File: src/smscd_pkg.sv
`default_nettype none

package smscd_pkg;

    // Default matrix size and the register's reset value.
    localparam int ROWS_DEF = 8;
    localparam int COLS_DEF = 8;
    localparam logic [15:0] SETTLE_RESET = 16'd10;

    // Frame layout: bit row*8+col, eight bits per row whatever the matrix size.
    localparam int FRAME_W = 64;
    localparam int LINE_W = 8;
    localparam int IDX_W = 3;

    // Outcome of comparing a completed frame with the previous one.
    typedef struct packed {
        logic             moved;
        logic [IDX_W-1:0] row;
        logic [IDX_W-1:0] col;
    } change_t;

endpackage

`default_nettype wire

File: src/smscd_change.sv
`default_nettype none

module smscd_change (
    input  wire logic [smscd_pkg::FRAME_W-1:0] frame_new,
    input  wire logic [smscd_pkg::FRAME_W-1:0] frame_old,
    output smscd_pkg::change_t                 change
);
    import smscd_pkg::*;

    logic [FRAME_W-1:0] diff;
    logic [LINE_W-1:0]  row_any;
    logic [IDX_W-1:0]   first_row;
    logic [LINE_W-1:0]  row_bits;
    logic [IDX_W-1:0]   first_col;

    assign diff = frame_new ^ frame_old;

    // Find the lowest row holding a difference, then the lowest column in it.
    always_comb begin
        first_row = '0;
        for (int r = 0; r < LINE_W; r++) begin
            row_any[r] = |diff[r*LINE_W +: LINE_W];
        end
        for (int r = LINE_W - 1; r >= 0; r--) begin
            if (row_any[r]) begin
                first_row = IDX_W'(r);
            end
        end
    end

    assign row_bits = diff[{first_row, 3'b000} +: LINE_W];

    always_comb begin
        first_col = '0;
        for (int c = LINE_W - 1; c >= 0; c--) begin
            if (row_bits[c]) begin
                first_col = IDX_W'(c);
            end
        end
    end

    assign change.moved = |row_any;
    assign change.row   = first_row;
    assign change.col   = first_col;

endmodule

`default_nettype wire

File: src/sensor_matrix_scan_change_detect.sv
// Path: a tick beat accepted on s_ passes the input register, then the result
// register, before it is valid on m_; a low m_ready can hold it in between.
// Throughput: one tick beat per cycle, sustained, as long as m_ready is high.
// Reset (aresetn low, synchronous): frames clear, column index 0, settle count
// zero, settle_ticks back to 10, both pipeline stages empty.
`default_nettype none

module sensor_matrix_scan_change_detect #(
    parameter int ROWS = smscd_pkg::ROWS_DEF,
    parameter int COLS = smscd_pkg::COLS_DEF
) (
    input  wire logic        aclk,
    input  wire logic        aresetn,

    // Configuration: the settle_ticks register.
    input  wire logic        cfg_valid,
    output logic             cfg_ready,
    input  wire logic [15:0] cfg_data,

    // One beat per scan tick.
    input  wire logic        s_valid,
    output logic             s_ready,
    input  wire logic [7:0]  s_row_levels,

    // One result beat per tick beat.
    output logic             m_valid,
    input  wire logic        m_ready,
    output logic [7:0]       m_column_drive,
    output logic             m_scan_done,
    output logic             m_moved,
    output logic [2:0]       m_moved_row,
    output logic [2:0]       m_moved_col,
    output logic [63:0]      m_occupancy
);
    import smscd_pkg::*;

    // Column index at which a frame is complete.
    localparam logic [IDX_W-1:0] LAST_COL = IDX_W'(COLS - 1);

    // Configuration register. The port is always ready; the user must write
    // it only while the block is idle, which the block itself does not enforce.
    logic [15:0] settle_ticks_reg;

    // Input stage: the row levels of one tick, only the rows that exist.
    logic            in_valid_reg;
    logic [ROWS-1:0] row_reg;

    // Scan state.
    logic [IDX_W-1:0]   col_reg,          col_next;
    logic [15:0]        settle_count_reg, settle_count_next;
    logic [FRAME_W-1:0] frame_reg,        frame_next;
    logic [FRAME_W-1:0] prev_reg,         prev_next;

    // Result stage.
    logic               out_valid_reg;
    logic [LINE_W-1:0]  drive_reg,  drive_next;
    logic               done_reg,   done_next;
    change_t            change_reg, change_next;
    logic [FRAME_W-1:0] occ_reg,    occ_next;

    logic               advance;
    logic               sample;
    logic               last_col;
    logic [FRAME_W-1:0] frame_sampled;
    change_t            change;

    assign cfg_ready = 1'b1;

    // The input beat moves into the result register whenever that register
    // is empty or being emptied this cycle; the input register refills in the
    // same cycle, so the pipeline keeps one beat per clock while m_ready is high.
    assign advance = in_valid_reg && (!out_valid_reg || m_ready);
    assign s_ready = !in_valid_reg || advance;

    // The column is sampled once the settle wait has run out. A lowered
    // settle_ticks that is already passed samples on the next tick.
    assign sample   = settle_count_reg >= settle_ticks_reg;
    assign last_col = col_reg == LAST_COL;

    // Replace the driven column's cells with the sampled rows; rows beyond
    // the matrix never get written and stay clear.
    always_comb begin
        frame_sampled = frame_reg;
        for (int r = 0; r < ROWS; r++) begin
            frame_sampled[{IDX_W'(r), col_reg}] = row_reg[r];
        end
    end

    smscd_change u_change (
        .frame_new (frame_sampled),
        .frame_old (prev_reg),
        .change    (change)
    );

    always_comb begin
        settle_count_next = settle_count_reg + 16'd1;
        col_next          = col_reg;
        frame_next        = frame_reg;
        prev_next         = prev_reg;
        done_next         = 1'b0;
        change_next       = '0;
        occ_next          = '0;
        if (sample) begin
            settle_count_next = '0;
            frame_next        = frame_sampled;
            if (last_col) begin
                // Frame complete: report it against the previous frame and
                // start the next scan at column zero.
                col_next    = '0;
                prev_next   = frame_sampled;
                done_next   = 1'b1;
                change_next = change;
                occ_next    = frame_sampled;
            end else begin
                col_next = col_reg + IDX_W'(1);
            end
        end
        drive_next = LINE_W'(1) << col_next;
    end

    always_ff @(posedge aclk) begin
        if (!aresetn) begin
            settle_ticks_reg <= SETTLE_RESET;
            in_valid_reg     <= 1'b0;
            out_valid_reg    <= 1'b0;
            col_reg          <= '0;
            settle_count_reg <= '0;
            frame_reg        <= '0;
            prev_reg         <= '0;
        end else begin
            if (cfg_valid && cfg_ready) begin
                settle_ticks_reg <= cfg_data;
            end
            if (s_ready) begin
                in_valid_reg <= s_valid;
            end
            if (advance) begin
                out_valid_reg    <= 1'b1;
                col_reg          <= col_next;
                settle_count_reg <= settle_count_next;
                frame_reg        <= frame_next;
                prev_reg         <= prev_next;
            end else if (m_ready) begin
                out_valid_reg <= 1'b0;
            end
        end
    end

    // Payload registers carry no reset; their valid bits guard them.
    always_ff @(posedge aclk) begin
        if (s_valid && s_ready) begin
            row_reg <= s_row_levels[ROWS-1:0];
        end
        if (advance) begin
            drive_reg  <= drive_next;
            done_reg   <= done_next;
            change_reg <= change_next;
            occ_reg    <= occ_next;
        end
    end

    assign m_valid        = out_valid_reg;
    assign m_column_drive = drive_reg;
    assign m_scan_done    = done_reg;
    assign m_moved        = change_reg.moved;
    assign m_moved_row    = change_reg.row;
    assign m_moved_col    = change_reg.col;
    assign m_occupancy    = occ_reg;

endmodule

`default_nettype wire

File: config.mk
export PLATFORM = sky130hd
export DESIGN_NAME = sensor_matrix_scan_change_detect
export DESIGN_NICKNAME = d
export VERILOG_FILES = /design/src/smscd_pkg.sv /design/src/smscd_change.sv /design/src/sensor_matrix_scan_change_detect.sv
export SDC_FILE = /design/constraint.sdc
export NUM_CORES = 1
export LEC_CHECK = 0
export ABC_AREA = 1
export BUFFER_PORTS_ARGS = -buffer_cell sky130_fd_sc_hd__buf_2
export CAP_MARGIN = 20
export CORE_UTILIZATION = 41
export DETAILED_ROUTE_END_ITERATION = 16
export REMOVE_ABC_BUFFERS = 1
export SLEW_MARGIN = 30
export SYNTH_ARGS = -nofsm -noshare
export SYNTH_HDL_FRONTEND = slang
export SYNTH_HIERARCHICAL = 1
export SYNTH_SLANG_ARGS = --single-unit
File: constraint.sdc
create_clock -name aclk -period 8.15 [get_ports aclk]
set_input_delay 0.815 -clock aclk [delete_from_list [all_inputs] [get_ports aclk]]
set_output_delay 0.815 -clock aclk [all_outputs]
set_load 0.02 [all_outputs]
==> qor.yml <==
outcome:
  status: "completed"
timing:
  finalSetupViolCount: 0
  rsz0062_at_grt: "no"
  maxSlewViolCount: 0
  layout_setup_ws_ns: 3.53
  whs_ns: 0.434
  hold_viol: 0
  fin_crit_ns: 4.62
  timing.final.crit_share_pct: 56.7
  worst_slew_pin_slew_ns: 0.958
  clock_skew_ns: 0.0199
  tns_ns: 0
  max_freq_mhz: 216
  slew_headroom_pct: 36.1
worst_setup_path:
  worstReg2RegStart: "col_reg[0]$_SDFFE_PN0P_"
  crit_path_end_kind: "flop"
  arrival_ns: 4.89
  r2r_setup_slack_ns: 3.53
  r2r-end: "m_moved_col[1]$_SDFFCE_PN0P_"
  worstPathMaxFanout: 30
  critPathRequiredTime_ns: 8.42
  critical_path.startpoint_type: "flop"
  critPathKind: "reg2reg"
  ff2ff_path_depth: 24
grt:
  gr-usage-met3_pct: 3.35
  grt-busiest-layer: "met2"
  grt_pass1_vias: 10697
  grt_use_met2_pct: 35.4
  grt_pass1_wl_um: 55800
  grt_max_degree: 87
  grt-ovfl-total: 0
  grtUsageMet1_pct: 27.6
  grt_usage_pct: 21.0
  antenna_found_initial: 0
power:
  internal_power_mw: 2.14
  finalPower_mw: 2.82
  p_sw_share_pct: 23.9
  irDropWorstVdd_uv: 160
  pwr-share-clk_pct: 46.3
  cellLeakagePower_nw: 6.85
  p_sw_mw: 0.674
  powerDensity_mw_per_mm2: 189
  seqPwrFrac_pct: 47.6
  pwr-share-comb_pct: 6.1
cts:
  cts_buffer_depth: 3
  cts_tree: "built"
  cts_resized: 0
  numCtsBuffers: 29
  clock_latency_ns: 0.56
  clock-sinks: 253
  htreeDepth: 1
  cts_setup_buffers: 0
  path_clk_slew_ns: 0.06
  cts.hold.buffers_added: 0
  clockRootBuffer: "clkbuf_16"
hold_path:
  hold-path-endpoint: "row_reg[0]$_DFFE_PP_"
  min_path_type: "in2reg"
  min_path_cells: 1
  min_from: "s_row_levels[0]"
logic_synthesis:
  synth_most_common_cell: "nand2_1"
  async_flop_share_pct: 0
  synth_flop_cell: "dfxtp_1"
  synth_top_area_share_pct: 24.8
  synth.avg_cell_area_um2: 7.32
  synth-edff-count: 88
  ys_seq_area_share_pct: 44.6
  synthCells: 1822
  synth_area_leader_cell: "dfxtp_1"
  synth_commonest_cells: "420 x nand2_1, 339 x inv_1, 204 x nor2_1, 165 x dfxtp_1, 102 x nand3_1"
  syn_area_mm2: 0.0133
  synth.distinct_cells: 42
  synth_seq_cells: 253
  synthTopCellsByArea: "dfxtp_1 25%, edfxtp_1 20%, nand2_1 12%"
  yosysWarningCount: 6
floorplanning:
  dieArea_mm2: 0.0333
  initial_core_util_pct: 42.0
  die_h_um: 182
  io_pins: 112
  std_cell_rows: 65
  core_mm2: 0.0318
  die_x_um: 182
detailed_routing:
  wl_um: 34900
  vias: 11370
  ant_nets: 0
  first_iter_violations: 762
  vias_per_cell: 4.87
  wl_per_cell_um: 15.0
  drt-pass1-iter-count: 5
  drcViolationCount: 0
placement:
  dp_hpwl_um: 22000
  place_ws_ns: 3.49
  place.detailed.instances: 2282
  placement.io_buffers: 110
  gp_congestion: 0.853
  placed_area_mm2: 0.0139
finish:
  drive_above_1_share_pct: 10.7
  diodes: 0
  num-fill-cells: 3153
  final_nets: 1927
  post-route-cell-area_mm2: 0.0149
  fin_cells: 2337
  fin_util_pct: 46.8
  synthToLayoutAreaGrowth_pct: 11.6
job:
  maxCapViolCount: 0
[routing by layer]
layer / wire [um] / vias up
li1: - / 5816
met1: 16000 / 5237
met2: 16200 / 260
met3: 1900 / 57
met4: 795 / 0
met5: 0 / -
[power groups by stage]
stage | clock [mW] | sequential, mW | combinational [mW]
global route | 1.39 | 1.34 | 0.191
CTS | 1.34 | 1.34 | 0.172
floorplan | 0 | 1.38 | 0.0901
detailed placement | 0 | 1.37 | 0.172
global placement | 0 | 1.37 | 0.170
finish | 1.31 | 1.34 | 0.172
[cell usage in the layout, fill, tap and decap left out, drive strengths merged, types with 35 or more instances in the layout]
master,count
buf,118
nand3,103
a21oi,103
nand4,78
edfxtp,88
clkbuf,40
nand2,432
xnor2,35
dfxtp,165
inv,351
o21ai,99
nor2,208
[how the worst max path moves through the flow]
stage | endpoint | from | slack (ns)
after floorplan | col_reg[0]$_SDFFE_PN0P_ | m_ready | 3.60
after global placement | m_moved_col[0]$_SDFFCE_PN0P_ | col_reg[2]$_SDFFE_PN0P_ | 3.63
after detailed placement | m_moved_col[0]$_SDFFCE_PN0P_ | col_reg[0]$_SDFFE_PN0P_ | 3.49
after CTS | m_moved_col[0]$_SDFFCE_PN0P_ | col_reg[0]$_SDFFE_PN0P_ | 3.46
after global routing | m_moved_col[0]$_SDFFCE_PN0P_ | col_reg[2]$_SDFFE_PN0P_ | 3.19
final | m_moved_col[1]$_SDFFCE_PN0P_ | col_reg[0]$_SDFFE_PN0P_ | 3.53
[cell type report]
class	instances	area [um^2]	area share [%]
well taps	435	544	3.65
flip-flops and latches	253	5950	39.9
inverters	349	1320	8.83
clock buffers	40	860	5.77
clock inverters	14	109	0.731
repair buffers	118	627	4.21
multi-input cells	1128	5490	36.9
[critical path, stage by stage (launching register included)]
cell and delay, ns:
dfxtp_1 0.51, nand3_1 0.66, o21ai_0 0.62, inv_1 0.13, nand2_1 0.09, nand2_1 0.08, nor2_1 0.10, nand2_1 0.07
nor2_1 0.14, nand2_1 0.06, nand2_1 0.05, nand2_1 0.07, nand2_1 0.07, nand2_1 0.07, nand2_4 0.14, nand2_4 0.23
inv_2 0.39, nand2_1 0.09, nand3_1 0.08, o211ai_1 0.12, a21oi_1 0.17, and2_1 0.17, a21oi_1 0.06, inv_1 0.05
nor2_1 0.04
[cell families (layout without fill, tap and decap cells)]
| logic type | count (synthesis) | in the layout | synth area share (%) |
|---|---|---|---|
| compound gates | 215 | 215 | 8.58 |
| xor+xnor | 53 | 53 | 3.48 |
| fa+ha+maj | 19 | 19 | 1.78 |
| buf+inv | 441 | 521 | 14.3 |
| flops | 253 | 253 | 44.6 |
| other cells | 1 | 1 | 0.0281 |
| simple gates | 840 | 840 | 27.2 |
No activity file was read; power rests on OpenSTA's default activity.
